File: config.mk
export PLATFORM = sky130hd
export DESIGN_NAME = bel_ram
export DESIGN_NICKNAME = d
export VERILOG_FILES = /design/src/sv/assert_macros.svh /design/src/sv/bel_ram.sv
export SDC_FILE = /design/constraint.sdc
export NUM_CORES = 1
export LEC_CHECK = 0
export BUFFER_PORTS_ARGS = -buffer_cell sky130_fd_sc_hd__buf_2
export CORE_ASPECT_RATIO = 0.7
export CORE_UTILIZATION = 40
export CTS_CLUSTER_SIZE = 28
export DETAILED_ROUTE_END_ITERATION = 16
export PLACE_DENSITY = 0.65
export SLEW_MARGIN = 20
export SYNTH_ARGS = -nofsm -noshare
export SYNTH_HDL_FRONTEND = slang
export SYNTH_SLANG_ARGS = --single-unit
File: constraint.sdc
create_clock -name clk -period 2.6 [get_ports clk]
set_clock_uncertainty 0.05 [all_clocks]
set_input_delay 0.52 -clock clk [delete_from_list [all_inputs] [get_ports clk]]
set_output_delay 0.52 -clock clk [all_outputs]
set_load 0.03 [all_outputs]
File: src/sv/assert_macros.svh
// assertion macros used by the bfs edge labeler rtl
`ifndef ASSERT_MACROS_SVH
`define ASSERT_MACROS_SVH
`ifndef SYNTH
`define CHK_IMP(lbl, ck, rn, ant, con) \
    lbl: assert property (@(posedge ck) disable iff (!rn) (ant) |-> (con)) \
        else $error("same-cycle check failed");
`define CHK_NXT(lbl, ck, rn, ant, con) \
    lbl: assert property (@(posedge ck) disable iff (!rn) (ant) |=> (con)) \
        else $error("next-cycle check failed");
`else
`define CHK_IMP(lbl, ck, rn, ant, con)
`define CHK_NXT(lbl, ck, rn, ant, con)
`endif
`endif

File: src/sv/bel_ram.sv
// generic single-write single-read ram with registered read data
module bel_ram #(
    parameter int WIDTH = 8,
    parameter int DEPTH = 16,
    localparam int AW = (DEPTH > 1) ? $clog2(DEPTH) : 1
) (
    input  logic             clk,
    input  logic             we,
    input  logic [AW-1:0]    waddr,
    input  logic [WIDTH-1:0] wdata,
    input  logic [AW-1:0]    raddr,
    output logic [WIDTH-1:0] rdata
);
    logic [WIDTH-1:0] mem [DEPTH];
    logic [WIDTH-1:0] rdata_reg;

    always_ff @(posedge clk)
    begin
        if (we)
        begin
            mem[waddr] <= wdata;
        end
        rdata_reg <= mem[raddr];
    end

    assign rdata = rdata_reg;
endmodule

==> flow_results.org <==
** Setup path
- Sort of element at the start of the critical path :: flop
- CP top delay family :: flip-flops
- Crit path buffers/inverters :: 1
- STA classifies the critical path endpoint as a primary output.
- CP peak stage delay :: ~0.40 ns
- In this run the worst path has a maximum fanout of 1.
- The setup path with the least slack is of type flop to primary output.
- Data arrives at the worst endpoint at approximately 1.1 ns.
- Crit-path cells :: buf_2
- STA puts the critical path data required time at ~2 ns.
- Cell with the biggest individual delay on the critical path :: dfxtp_1

** Routing
- Total routed wirelength :: 10.5 mm
- The first TritonRoute pass finished after 4 iterations.
- After the first detailed-routing iteration, the DRC count stood at ~190.
- Wire length per cell :: between 20 and 25 um
- Via count :: between 2000 and 2500
- After detailed routing, the number of vias per cell comes to 5.40.
- Residual DRC :: 0
- The detail route stage leaves a number of antenna-violating nets equal to 0.

** Yosys
- The share of the Yosys chip area taken by registers is 77.8%.
- Summed instance area of the synthesized netlist :: 0.00515 mm^2
- Counting flops and latches in the post-synthesis netlist gives ~140.
- Top cell type's share of synthesized area :: between 70% and 80%
- Cell type with the largest total area after synthesis :: edfxtp_1
- In this run the mean area of a mapped cell was roughly 22 um^2.
- Counting distinct cell types in the post-synthesis netlist gives 19.
- Synth top area cells :: edfxtp_1 75%, mux4_2 7.9%, mux4_1 7.1%, dfxtp_1 3.1%, a22oi_1 2.3%
- Yosys Warn Count :: 0
- Synthesized instance count :: about 230
- Counting every net in the synthesized netlist gives about 250.

** Layout
- Ratio of cells with drive above 1 in the final layout :: about a third
- After filler insertion, the fill cell instance count of the layout stands at around 1000.
- Summing all multi-input logic gate instances after layout gives about 0.0011 mm^2.
- Register Area :: around 0.0040 mm^2
- For this run, the number of standard cells in the final layout without fillers is 460.
- Final-stage net count :: just over 300
- Synth-to-layout area growth :: 20.3%
- Number of diodes added for antenna fixing :: 0
- The register with the most flip-flops in the layout has ~130 of them.

** Hold path
- Worst min-delay path class :: input port to flop

** Global route
- Largest net degree at the start of global routing :: 33
- For this run the aggregate overflow at the end of global routing stands at 0.
- The initial antenna violation count is 2.
- Global-route wire length before repair :: 15.6 mm
- Via count of the first global-routing pass :: 2514
- Overall global routing resource usage :: roughly 17%

** Clock network
- TritonCTS built the clock tree.
- Skew-Pair Late Insertion Delay :: a little over 0.4 ns
- Buffers added to address setup during post-CTS repair amount to 0.
- The H-tree was split into 4 levels.
- Number of clock sinks seen by CTS :: about 140
- Clock-pin transition on the worst setup and hold timing paths :: about 0.060 ns
- Hold buffer count at CTS :: 0
- Root buffer cell :: clkbuf_16
- Total of cells resized after clock tree synthesis :: 0
- Max Root-Sink Buffers :: 2
- Counting the buffers created by CTS gives 17.

** Die
- Height of the die :: between 90 and 100 um
- The initialized floorplan defines 34 standard-cell rows.
- Die Area :: roughly 0.013 mm^2
- 26 I/O pins were placed.
- CORE AREA :: about 0.012 mm^2
- Initial Util :: 41.3%
- Die W :: around 140 um

** Power and ir drop
- Power per cell area :: roughly 840 mW/mm^2
- Static leakage power :: about 2.1 nW
- VDD IR max :: roughly 0.65 mV

** Timing
- Maximum operating frequency :: just over 600 MHz
- Counting I/O delays and the setup requirement, the final critical path takes around 1.6 ns.
- The hold violation count in the final report came to 0.
- Final-report max-slew violation count :: 0
- At the pin with the least slew margin, the transition time is between 0.8 and 0.9 ns.
- Accumulated negative setup slack :: 0 ns
- Setup violations remaining at the end of the flow were counted as 0.
- Setup repair after global routing left no endpoint under its margin.
- Max transition margin :: around 44%
- The final critical path takes up 62.5% of the cycle.

** Placed design
- Final HPWL DP :: about 6.7 mm
- At the end of routability-driven placement, the weighted congestion stood at 0.791.
- Port Buffer Count :: 25
- Instance count after placement with tap cells included :: approximately 430

** Job
- The tool flagged a number of max-cap violations equal to 0.

** Status
- The flow ran to the end, and the final reports show no timing, DRC or antenna violations.
synthesized netlist by cell type, drive strengths merged:
cell / number
nand2b: 2
nor2: 13
clkdlybuf4s25: 3
buf: 7
and2b: 1
and2: 1
nor3: 4
nand2: 9
or3b: 1
nand3b: 2
a22oi: 16
nand3: 1
edfxtp: 128
mux4: 32
dfxtp: 8
nor2b: 1
path summary, 6_finish.rpt:
kind | slack (ns) | startpoint | to | cells past startpoint
max | 0.97 | rdata[4] | rdata[4] | 1
min | 0.44 | wdata[7] | mem[12][7] | 1
max reg2reg | 1.21 | mem[9][1] | rdata[1] | 3
min reg2reg | 0.63 | mem[3][5] | rdata[5] | 3
power by group:
part           leakage (nW)  total [mW]  switching, mW  internal (mW)
Sequential             1.22        2.47         0.0191           2.45
Combinational         0.597       0.255          0.156         0.0989
Clock                 0.290        2.47          0.871           1.60
Total                  2.11        5.19           1.05           4.15
area by class of cell:
class	instances	area share [%]
clock inverter	13	2.89
multi-input combinational	83	17.1
timing repair buffer	47	5.09
sequential	136	64.7
clock buffer	19	6.99
tap	162	3.27
metrics by stage:
step | setup slack (ns) | cell area, um^2 | power, mW | utilization [%] | hold WS (ns)
CTS | 0.984 | 6190 | 5.23 | 49.7 | 0.435
finish | 0.974 | 6190 | 5.19 | 49.7 | 0.441
detailed placement | 0.602 | 5580 | 2.77 | 44.8 | 0.611
floorplan | 0.537 | 5150 | 2.66 | - | 0.569
global placement | 0.615 | 5580 | 2.77 | 44.8 | 0.611
global route | 0.957 | 6190 | 5.34 | 49.7 | 0.445
cells by family after synthesis:
| kind of cell | Yosys count | share of synthesized area (%) |
|---|---|---|
| AOI/OAI and AO/OA | 16 | 2.33 |
| buffers and inverters | 10 | 1.68 |
| DFF | 136 | 77.8 |
| muxes | 32 | 15.0 |
| and+or+nand+nor | 35 | 3.18 |
per-layer routing:
metal  wire, um  share of wire (%)  global-route usage (%)
met1       4750                 45                    24.9
met2       4780                 46                    23.8
met3        840                8.0                    6.55
met4         86               0.82                    5.92
met5          9              0.086                       0
layout by cell type, fill, tap and decap left out:
cell	instances
a22oi_1	16
and2_1	1
and2b_1	1
buf_12	2
buf_2	25
buf_4	20
bufinv_16	4
clkbuf_1	2
clkbuf_16	17
clkinv_1	1
clkinv_2	3
clkinv_4	2
clkinvlp_4	3
dfxtp_1	8
edfxtp_1	128
mux4_1	14
mux4_2	18
nand2_1	9
nand2b_1	2
nand3_1	1
nand3b_1	2
nor2_1	13
nor2b_1	1
nor3_1	4
or3b_2	1
Power figures use the tool's default switching activity.
